===== src/hw/rtl/spc_pkg.sv =====
// ----------------------------------------------------------------------------
// spc_pkg
// Shared types and constants for the stepper position controller: word
// layouts, action codes, register indexes and register reset values.
// ----------------------------------------------------------------------------
`default_nettype none

package spc_pkg;

   localparam int unsigned SPC_STEPS_PER_MM = 50;

   localparam int unsigned POS_W    = 16;
   localparam int unsigned CSR_W    = 16;
   localparam int unsigned CSR_IDX_W = 2;
   localparam int unsigned DIST_W   = 8;
   localparam int unsigned HEIGHT_W = 8;

   localparam logic [1:0] ACTION_TICK = 2'd0;
   localparam logic [1:0] ACTION_HOME = 2'd1;
   localparam logic [1:0] ACTION_MOVE = 2'd2;

   localparam logic [CSR_IDX_W-1:0] CSR_PERIOD_TOP  = 2'd0;
   localparam logic [CSR_IDX_W-1:0] CSR_PULSE_HIGH  = 2'd1;
   localparam logic [CSR_IDX_W-1:0] CSR_MAX_HEIGHT  = 2'd2;

   localparam logic [CSR_W-1:0] PERIOD_TOP_RESET = 16'd312;
   localparam logic [CSR_W-1:0] PULSE_HIGH_RESET = 16'd156;
   localparam logic [CSR_W-1:0] MAX_HEIGHT_RESET = 16'd10000;

   typedef struct packed {
      logic [1:0]        action;
      logic              move_down;
      logic [DIST_W-1:0] distance_mm;
      logic              limit_switch;
   } req_word_type;

   typedef struct packed {
      logic                step_out;
      logic                dir_out;
      logic                driver_awake;
      logic                busy_res;
      logic [POS_W-1:0]    position_steps;
      logic [HEIGHT_W-1:0] height_mm;
   } rsp_word_type;

endpackage

`default_nettype wire


===== src/hw/rtl/spc_height.sv =====
// ----------------------------------------------------------------------------
// spc_height
// Position in steps to height in millimetres, saturated to eight bits.
// Division by the constant steps-per-mm through a rounded-up reciprocal.
// ----------------------------------------------------------------------------
`default_nettype none

module spc_height #(
   parameter int unsigned STEPS_PER_MM = spc_pkg::SPC_STEPS_PER_MM
) (
   input  wire logic [spc_pkg::POS_W-1:0]    position,
   output logic      [spc_pkg::HEIGHT_W-1:0] height_mm
);
   import spc_pkg::*;

   localparam int unsigned SHIFT = POS_W + $clog2(STEPS_PER_MM);
   localparam longint unsigned MULT =
      ((64'd1 << SHIFT) + STEPS_PER_MM - 1) / STEPS_PER_MM;
   localparam int unsigned MULT_W = POS_W + 1;
   localparam int unsigned PROD_W = POS_W + MULT_W + 1;

   logic [MULT_W-1:0] mult_c;
   logic [PROD_W-1:0] product;
   logic [PROD_W-1:0] quotient;

   assign mult_c   = MULT_W'(MULT);
   assign product  = PROD_W'(position) * PROD_W'(mult_c);
   assign quotient = product >> SHIFT;

   assign height_mm = (quotient > PROD_W'((1 << HEIGHT_W) - 1))
                      ? {HEIGHT_W{1'b1}} : quotient[HEIGHT_W-1:0];

endmodule

`default_nettype wire


===== src/hw/rtl/stepper_position_controller_core.sv =====
// ----------------------------------------------------------------------------
// stepper_position_controller_core
// Step/direction stepper controller: homing, millimetre moves, step pulse
// timing and position tracking, one request word per tick or command.
// ----------------------------------------------------------------------------
// path: request accept, input register, response register, then the earliest response accept
// throughput: one request word per cycle while the response side is not stalled
// an input register and a response register decouple the two handshakes
// reset: synchronous, registers back to 312/156/10000, motion idle, position 0
`default_nettype none

module stepper_position_controller_core #(
   parameter int unsigned STEPS_PER_MM = spc_pkg::SPC_STEPS_PER_MM
) (
   input  wire logic                           clock,
   input  wire logic                           reset,
   input  wire logic                           req_valid,
   output logic                                req_ready,
   input  wire spc_pkg::req_word_type          req_word,
   output logic                                rsp_valid,
   input  wire logic                           rsp_ready,
   output spc_pkg::rsp_word_type               rsp_word,
   input  wire logic                           csr_valid,
   output logic                                csr_ready,
   input  wire logic [spc_pkg::CSR_IDX_W-1:0]  csr_index,
   input  wire logic [spc_pkg::CSR_W-1:0]      csr_data
);
   import spc_pkg::*;

   typedef enum logic [1:0] {
      MODE_IDLE = 2'd0,
      MODE_HOME = 2'd1,
      MODE_MOVE = 2'd2
   } motion_mode_type;

   logic [CSR_W-1:0] period_top_ff;
   logic [CSR_W-1:0] pulse_high_ff;
   logic [CSR_W-1:0] max_height_ff;

   logic          in_valid_ff;
   req_word_type  in_word_ff;
   logic          out_valid_ff;
   rsp_word_type  out_word_ff;

   motion_mode_type  mode_ff,   mode_in;
   logic [POS_W-1:0] tick_ff,   tick_in;
   logic [POS_W-1:0] pos_ff,    pos_in;
   logic [POS_W-1:0] target_ff, target_in;
   logic             dir_ff,    dir_in;
   logic             step_in;

   logic             advance;
   logic [POS_W-1:0] move_steps;
   logic [POS_W:0]   up_sum;
   logic [POS_W-1:0] pos_tick;
   logic [HEIGHT_W-1:0] height_in;
   rsp_word_type     rsp_in;

   function automatic logic move_done(input logic dir, input logic [POS_W-1:0] pos,
                                      input logic [POS_W-1:0] tgt,
                                      input logic [POS_W-1:0] top);
      if (!dir) begin
         return !(pos < tgt && pos < top);
      end
      return !(pos > tgt && pos != '0);
   endfunction

   assign advance   = in_valid_ff && (!out_valid_ff || rsp_ready);
   assign req_ready = !in_valid_ff || advance;
   assign csr_ready = 1'b1;
   assign rsp_valid = out_valid_ff;
   assign rsp_word  = out_word_ff;

   assign move_steps = POS_W'(in_word_ff.distance_mm * STEPS_PER_MM);
   assign up_sum     = {1'b0, pos_ff} + {1'b0, move_steps};
   assign pos_tick   = dir_ff ? pos_ff - 1'b1 : pos_ff + 1'b1;

   always_comb begin
      mode_in   = mode_ff;
      tick_in   = tick_ff;
      pos_in    = pos_ff;
      target_in = target_ff;
      dir_in    = dir_ff;
      step_in   = 1'b0;
      if (mode_ff == MODE_IDLE) begin
         if (in_word_ff.action == ACTION_HOME) begin
            dir_in  = 1'b1;
            tick_in = '0;
            if (in_word_ff.limit_switch) begin
               pos_in = '0;
            end else begin
               mode_in = MODE_HOME;
            end
         end else if (in_word_ff.action == ACTION_MOVE) begin
            dir_in  = in_word_ff.move_down;
            tick_in = '0;
            if (!in_word_ff.move_down) begin
               target_in = up_sum[POS_W] ? {POS_W{1'b1}} : up_sum[POS_W-1:0];
            end else begin
               target_in = (move_steps >= pos_ff) ? '0 : pos_ff - move_steps;
            end
            mode_in = move_done(dir_in, pos_ff, target_in, max_height_ff)
                      ? MODE_IDLE : MODE_MOVE;
         end
      end else if (in_word_ff.action == ACTION_TICK) begin
         if (mode_ff == MODE_HOME && in_word_ff.limit_switch) begin
            pos_in  = '0;
            mode_in = MODE_IDLE;
            tick_in = '0;
         end else begin
            step_in = tick_ff < pulse_high_ff;
            if (tick_ff >= period_top_ff) begin
               tick_in = '0;
               pos_in  = pos_tick;
               if (mode_ff == MODE_MOVE &&
                   move_done(dir_ff, pos_tick, target_ff, max_height_ff)) begin
                  mode_in = MODE_IDLE;
               end
            end else begin
               tick_in = tick_ff + 1'b1;
            end
         end
      end
   end

   spc_height #(
      .STEPS_PER_MM (STEPS_PER_MM)
   ) u_height (
      .position  (pos_in),
      .height_mm (height_in)
   );

   always_comb begin
      rsp_in.step_out       = step_in;
      rsp_in.dir_out        = dir_in;
      rsp_in.driver_awake   = mode_in != MODE_IDLE;
      rsp_in.busy_res       = mode_in != MODE_IDLE;
      rsp_in.position_steps = pos_in;
      rsp_in.height_mm      = height_in;
   end

   always_ff @(posedge clock) begin
      if (reset) begin
         period_top_ff <= PERIOD_TOP_RESET;
         pulse_high_ff <= PULSE_HIGH_RESET;
         max_height_ff <= MAX_HEIGHT_RESET;
         in_valid_ff   <= 1'b0;
         out_valid_ff  <= 1'b0;
         mode_ff       <= MODE_IDLE;
         tick_ff       <= '0;
         pos_ff        <= '0;
         target_ff     <= '0;
         dir_ff        <= 1'b0;
      end else begin
         if (csr_valid && csr_ready) begin
            unique case (csr_index)
               CSR_PERIOD_TOP: period_top_ff <= csr_data;
               CSR_PULSE_HIGH: pulse_high_ff <= csr_data;
               CSR_MAX_HEIGHT: max_height_ff <= csr_data;
               default: ;
            endcase
         end
         if (req_valid && req_ready) begin
            in_valid_ff <= 1'b1;
         end else if (advance) begin
            in_valid_ff <= 1'b0;
         end
         if (advance) begin
            out_valid_ff <= 1'b1;
            mode_ff      <= mode_in;
            tick_ff      <= tick_in;
            pos_ff       <= pos_in;
            target_ff    <= target_in;
            dir_ff       <= dir_in;
         end else if (rsp_ready) begin
            out_valid_ff <= 1'b0;
         end
      end
   end

   always_ff @(posedge clock) begin
      if (req_valid && req_ready) begin
         in_word_ff <= req_word;
      end
      if (advance) begin
         out_word_ff <= rsp_in;
      end
   end

endmodule

`default_nettype wire


===== config.mk =====
export PLATFORM = sky130hd
export DESIGN_NAME = stepper_position_controller_core
export DESIGN_NICKNAME = d
export VERILOG_FILES = /design/src/hw/rtl/spc_pkg.sv /design/src/hw/rtl/spc_height.sv /design/src/hw/rtl/stepper_position_controller_core.sv
export SDC_FILE = /design/constraint.sdc
export NUM_CORES = 1
export LEC_CHECK = 0
export BUFFER_PORTS_ARGS = -buffer_cell sky130_fd_sc_hd__buf_4
export CORE_UTILIZATION = 40
export DETAILED_ROUTE_END_ITERATION = 12
export PLACE_DENSITY = 0.64
export SLEW_MARGIN = 25
export SYNTH_ARGS = -nofsm -noshare
export SYNTH_HDL_FRONTEND = slang
export SYNTH_HIERARCHICAL = 1
export SYNTH_SLANG_ARGS = --single-unit
export TNS_END_PERCENT = 100

===== constraint.sdc =====
create_clock -name clock -period 13.4 [get_ports clock]
set_clock_uncertainty 0.05 [all_clocks]
set_input_delay 4.02 -clock clock [delete_from_list [all_inputs] [get_ports clock]]
set_output_delay 4.02 -clock clock [all_outputs]
set_load 0.02 [all_outputs]

* Yosys cells after proc, flatten, opt, wreduce, memory -nomap -nowiden
Cells that the tools add are included.
Storage, ports and cells: flip-flop bits (word level) 140, output and inout port bits 31, word-level logic and storage cells 131
Cells by class: add/subtract/negate cells 5, multipliers 2, magnitude comparators 10, equal/unequal tests 7, multiplexer cells 55, bitwise logic cells 2, reduce and logical (&&, ||, !) cells 31
Operators by type and width (number):
- $mux 16 | 19
- $lt 16x16->1 | 5
- $mul 16x17->33 const B | 1
- $add 16x1->16 const B | 2
- $gt 16x16->1 | 2
- $reduce_bool 16->1 | 2
- $mux 1 | 27
- $mux 2 | 9
- $add 16x14->17 | 1
- $ge 14x16->1 | 1
- $ge 16x16->1 | 1
- $sub 16x1->16 const B | 1
- $sub 16x14->16 | 1
- $mul 8x5->13 const B | 1
- $gt 11x8->1 const B | 1
- $logic_and 1x1->1 | 8
- $reduce_bool 2->1 | 4
- $eq 2x1->1 const B | 3
- $eq 2x2->1 const B | 3
- $logic_not 1->1 | 6
- $logic_not 2->1 | 3
- $reduce_and 2->1 | 3
- $reduce_and 4->1 | 1
- $ne 3x1->1 const B | 1
- other kinds (4) | 6

* Longest topological paths before layout
depth in word-level cells 20, depth in mapped cells 33, depth with buffers taken out 31

* Modules after synthesis
Netlist, hierarchy kept.
Modules (own cells, without submodules):
- stepper_position_controller_core | times used 1, cells each 1268, area an instance 10567.6 um2, seq. area each 3193.1 um2
- spc_height | times used 1, cells each 549, area an instance 5221.3 um2, seq. area each 0.0 um2

* Worst setup path before layout
OpenSTA, ideal clock, no wires.
kind input to output, start input port rsp_ready, end output port req_ready, arrival 4.372 ns, slack 4.958 ns, cell stages on the path 2, buffers on the path 0, cell sequence nor2b_1 > nand2_1
On the way: word-level cells in the longest chain between the ends 3
Ends and longest elaborated chain:
- start: declaration | RTL line stepper_position_controller_core.sv:21 | input wire logic rsp_ready,
- $logic_or 1x1->1 | RTL line stepper_position_controller_core.sv:68 | assign advance = in_valid_ff && (!out_valid_ff || rsp_ready);
- $logic_and 1x1->1 | RTL line stepper_position_controller_core.sv:68
- $logic_or 1x1->1 | RTL line stepper_position_controller_core.sv:69 | assign req_ready = !in_valid_ff || advance;
- end: declaration | RTL line stepper_position_controller_core.sv:18 | output logic req_ready,
Every way passes these cells.

* Worst setup path in the final report
start register dir_ff, end register out_word_ff (netlist bit rsp_word[5]) (data pin)
On the way: word-level cells in the longest chain between the ends 7
Ends and longest elaborated chain:
- start: declaration | RTL line stepper_position_controller_core.sv:49 | logic dir_ff, dir_in;
- start signal: assignment | RTL line stepper_position_controller_core.sv:174 | dir_ff <= dir_in;
- $mux 16 * | RTL line stepper_position_controller_core.sv:76 | assign pos_tick = dir_ff ? pos_ff - 1'b1 : pos_ff + 1'b1;
- $mux 16 * | RTL line stepper_position_controller_core.sv:112 | if (tick_ff >= period_top_ff) begin
- $mux 16 * | RTL line stepper_position_controller_core.sv:106 | if (mode_ff == MODE_HOME && in_word_ff.limit_switch) begin
- $mux 16 * | RTL line stepper_position_controller_core.sv:105 | end else if (in_word_ff.action == ACTION_TICK) begin
- $mux 16 * | RTL line stepper_position_controller_core.sv:85 | if (mode_ff == MODE_IDLE) begin
- named net pos_in[15] | RTL line stepper_position_controller_core.sv:47 | logic [POS_W-1:0] pos_ff, pos_in;
- $mul 16x17->33 * | RTL line spc_height.sv:27 | assign product = PROD_W'(position) * PROD_W'(mult_c);
- $gt 11x8->1 | RTL line spc_height.sv:30 | assign height_mm = (quotient > PROD_W'((1 << HEIGHT_W) - 1))
- end signal: assignment | RTL line stepper_position_controller_core.sv:186 | out_word_ff <= rsp_in;
- end: declaration | RTL line stepper_position_controller_core.sv:43 | rsp_word_type out_word_ff;
The timed path passes the listed nets; every way through them passes the cells marked *. A chain may end at the register's enable or synchronous reset.

==> out/results.md <==
### Place
- post-DP HPWL: 33040 microns
- last weighted congestion value of the routability-driven placer: 0.9062
- I/O Buffers: 64

### Logic synthesis
- basic-gate share of the synthesized area counting and, or, nand and nor cells: 0.1328
- synth unique cells: 91
- flip-flop cell with the highest count after synthesis: sky130_fd_sc_hd__dfxtp_1
- net count after synthesis: 2251
- adder-cell share of the synthesized area: 0.3652
- YS warnings: 6
- dominant combinational cell family by area after synthesis: adder cells
- area share of the leading cell type in the synthesized netlist: 0.2346
- complex-gate fraction of the synthesized area: 0.1909
- cell area after synthesis: 0.01579 sq mm
- largest cells by area after synthesis: sky130_fd_sc_hd__ha_1 (23%), sky130_fd_sc_hd__fa_1 (13%), sky130_fd_sc_hd__dfxtp_1 (13%), sky130_fd_sc_hd__edfxtp_1 (7.4%), sky130_fd_sc_hd__inv_1 (7.0%)
- synthesized area per cell: 8.690 sq um
- synthesis-stage register bit count: 140
- library cell with the largest summed area after synthesis: sky130_fd_sc_hd__ha_1
- number of enable-type register cells in the synthesized netlist: 39
- fraction of registers with async set or reset after synthesis: 0
- Post-Syn Instances: 1817
- mux share of post-synthesis cell area: 0.002060
- share of the synthesized netlist area taken by xor and xnor gates: 0.01942
- proportion of synthesized chip area in sequential cells: 0.2022

### CTS
- depth of the CTS H-tree: 4
- TritonCTS buffer count: 17
- clock tree from TritonCTS: done
- hold buffers post-CTS: 0
- buffers from clock root to sink, at most: 2
- number of gates given a new drive strength after cts: 0
- Sinks on Clock Net: 140
- clock tree root buffer cell: sky130_fd_sc_hd__clkbuf_16
- post-CTS setup repair buffer count: 0
- clock transition at the registers of the reported paths: 0.07 ns
- clock latency of the later-clocked register in the worst-skew pair: 0.45 ns

### Power
- largest vdd supply drop: 94.45 uV
- Power per Cell Area: 72.03 mW/mm^2
- leakage component of the power: 0.008512 uW
- Overall Power: 1249 uW

### Detailed routing
- Top Metal Used: met4
- number of DRC markers after the initial detailed-route iteration: 751
- metal1 wirelength: 19160 microns
- Remaining DRCs: 0
- final WL: 41780 microns
- Vias: 13170
- total iterations of the first detailed-routing run: 5
- number of nets with antenna violations after detailed routing: 0
- routed length per placed instance: 17.56 microns
- detail-routed via count per cell: 5.535
- routed wire length on met3: 2234 microns
- WL met2: 19480 microns

### Floorplanning
- area of the placeable core: 0.03883 sq mm
- floorplan die area: 0.04027 sq mm
- Top-Level Pins: 66
- DIE WIDTH: 200.7 microns
- die span in y: 200.7 microns
- Starting Density: 0.4066
- row count: 72

### Hold path
- Hold Path Class: reg2reg
- worst hold path stage count: 2
- startpoint of the tightest hold check path: period_top_ff[13]$_SDFFE_PP0P_
- worst hold path endpoint: period_top_ff[13]$_SDFFE_PP0P_

### Timing
- max-slew violation count: 0
- number of endpoints with negative hold slack in the final report: 0
- final setup violation count: 0
- Max Clock Freq: 111.2 MHz
- post-layout minimum cycle time: 8.990 ns
- Slew @ Worst Pin: 0.8854 ns
- post-route clock period utilization: 0.6709
- final-layout setup total negative slack: 0 ns
- RSZ-0062 raised after global routing: false
- worst relative slew slack: 0.4057

### Setup path
- Register-to-Register Setup Slack: 4.41 ns
- critical path startpoint category: register
- maximum fanout count along the critical path: 21
- startpoint of the most critical register-to-register path: dir_ff$_SDFFE_PP0P_
- Reg2Reg Capture Point: rsp_word[5]$_DFFE_PP_
- arrival time reported for the critical path endpoint: 9.11 ns
- Register-to-Register Path Depth: 25
- kind of end point of the critical path: register
- path type of the worst setup path: reg2reg
- data required time at the worst endpoint: 13.52 ns

### Layout
- multi-input combinational cell area: 0.01124 sq mm
- Nets: 2282
- Sequential cell area: 0.003193 sq mm
- synthesis-to-layout area growth: 9.842%
- filler cell count in the final layout: 3761
- ratio of cells with drive above 1 in the final layout: 0.07899
- Antenna Diode Count: 0

### Outcome
- run status: finished clean

### Global routing
- first-pass GRT wire length: 67830 microns
- initial antenna violation count: 0
- maximum number of pins on one net before global-route repair: 75
- via count of the first global-routing pass: 13130
- global router's overall resource usage: 0.2112
- total gr overflow: 0

### Run
- number of max-capacitance violations reported: 0

## power by group
part           internal, uW  total [uW]  switching (uW)  leakage (uW)
Combinational           108         289             181       0.00702
Clock                   290         500             210      0.000289
Sequential              449         461            11.8       0.00120
## cell type report
type / count / area share
clock buffers: 21 / 0.02684
repair buffers: 72 / 0.03117
inverters: 299 / 0.06471
multi-input cells: 1318 / 0.6481
clock inverters: 11 / 0.007647
well taps: 518 / 0.03737
flip-flops and latches: 140 / 0.1841
## per-layer routing
metal,vias to the layer above,global-route usage
li1,6402,-
met1,6297,0.2753
met2,404,0.3543
met3,65,0.03669
met4,0,0.06707
met5,-,0
## worst max path at each step
stage | start | endpoint | cells past startpoint
floorplan | rsp_ready | req_ready | 2
global placement | dir_ff$_SDFFE_PP0P_ | rsp_word[6]$_DFFE_PP_ | 25
detailed placement | dir_ff$_SDFFE_PP0P_ | rsp_word[5]$_DFFE_PP_ | 25
CTS | dir_ff$_SDFFE_PP0P_ | rsp_word[5]$_DFFE_PP_ | 25
global route | dir_ff$_SDFFE_PP0P_ | rsp_word[1]$_DFFE_PP_ | 25
finish | dir_ff$_SDFFE_PP0P_ | rsp_word[5]$_DFFE_PP_ | 25
## metrics by stage
stage                     cell area [sq um]  worst slack [ns]    util  cells  hold slack, ns
after detailed placement              16740             4.465  0.4311   2347          0.3969
after global placement                16730             4.739  0.4310   2347          0.3947
after floorplan                       15790             4.958       -   1817          0.3863
after global routing                  17340             3.852  0.4467   2379          0.4249
after CTS                             17340             4.432  0.4465   2379          0.4057
final                                 17340             4.410  0.4467   2379          0.4047
## cell usage in the layout, fill, tap and decap left out, types with 28 or more instances in the layout
cell type                  synthesis  final
sky130_fd_sc_hd__a21o_1           32     32
sky130_fd_sc_hd__a21oi_1         147    147
sky130_fd_sc_hd__buf_4             3     72
sky130_fd_sc_hd__dfxtp_1         101    101
sky130_fd_sc_hd__edfxtp_1         39     39
sky130_fd_sc_hd__fa_1            103    103
sky130_fd_sc_hd__ha_1            296    296
sky130_fd_sc_hd__inv_1           295    295
sky130_fd_sc_hd__nand2_1         186    186
sky130_fd_sc_hd__nand3_1          32     32
sky130_fd_sc_hd__nor2_1           70     68
sky130_fd_sc_hd__o211ai_1         28     28
sky130_fd_sc_hd__o21ai_0          64     63
## cell usage after synthesis (all sizes together) (4+ instances only)
library cell	number
edfxtp	39
a211oi	29
nor2	70
o21a	4
o22ai	7
o21bai	10
a31oi	17
a211o	5
o211ai	30
o2111ai	7
and3	15
o32ai	6
clkbuf	44
nand2b	13
a21oi	150
or2	6
nand3b	15
o21ai	67
xor2	17
o221ai	5
fa	103
a22o	15
a21o	32
o211a	4
a311oi	9
nand2	186
nor4	11
buf	16
nor2b	9
nand3	32
xnor2	18
ha	296
nand4	19
and2	11
inv	297
o31ai	5
dfxtp	101
nor3	21
and4	4
o2bb2ai	10
a31o	7
## worst max-delay path: stages (launching register included)
cell and delay, ns:
sky130_fd_sc_hd__dfxtp_1 0.90, sky130_fd_sc_hd__ha_1 0.38, sky130_fd_sc_hd__o211ai_1 0.13, sky130_fd_sc_hd__o211a_1 0.26, sky130_fd_sc_hd__or2_1 0.27, sky130_fd_sc_hd__a21o_1 0.21, sky130_fd_sc_hd__a311oi_1 0.71, sky130_fd_sc_hd__a22o_1 0.41
sky130_fd_sc_hd__fa_1 0.53, sky130_fd_sc_hd__inv_1 0.14, sky130_fd_sc_hd__fa_1 0.43, sky130_fd_sc_hd__inv_1 0.09, sky130_fd_sc_hd__fa_1 0.43, sky130_fd_sc_hd__fa_1 0.52, sky130_fd_sc_hd__fa_1 0.55, sky130_fd_sc_hd__inv_1 0.05
sky130_fd_sc_hd__fa_1 0.53, sky130_fd_sc_hd__inv_1 0.04, sky130_fd_sc_hd__ha_1 0.35, sky130_fd_sc_hd__a21oi_1 0.16, sky130_fd_sc_hd__o21ai_1 0.15, sky130_fd_sc_hd__a311oi_4 0.40, sky130_fd_sc_hd__o211ai_1 0.22, sky130_fd_sc_hd__and3_4 0.23
sky130_fd_sc_hd__nor4_4 0.43, sky130_fd_sc_hd__nand3_1 0.12
## state kept, by name, indices dropped and copies added (netlist names)
register / cells
rsp_word: 27
tick_ff: 16
pos_ff: 16
in_valid_ff: 1
target_ff: 16
period_top_ff: 16
mode_ff: 2
rsp_valid: 1
dir_ff: 1
pulse_high_ff: 16
in_word_ff: 12
max_height_ff: 16
## logic make-up after synthesis
logic type / count (synthesis)
compound gates: 450
simple gates: 430
fa+ha+maj: 399
buf+inv: 359
flops: 140
xor+xnor: 35
mux: 3
other cells: 1
No activity file was read; power rests on OpenSTA's default activity.
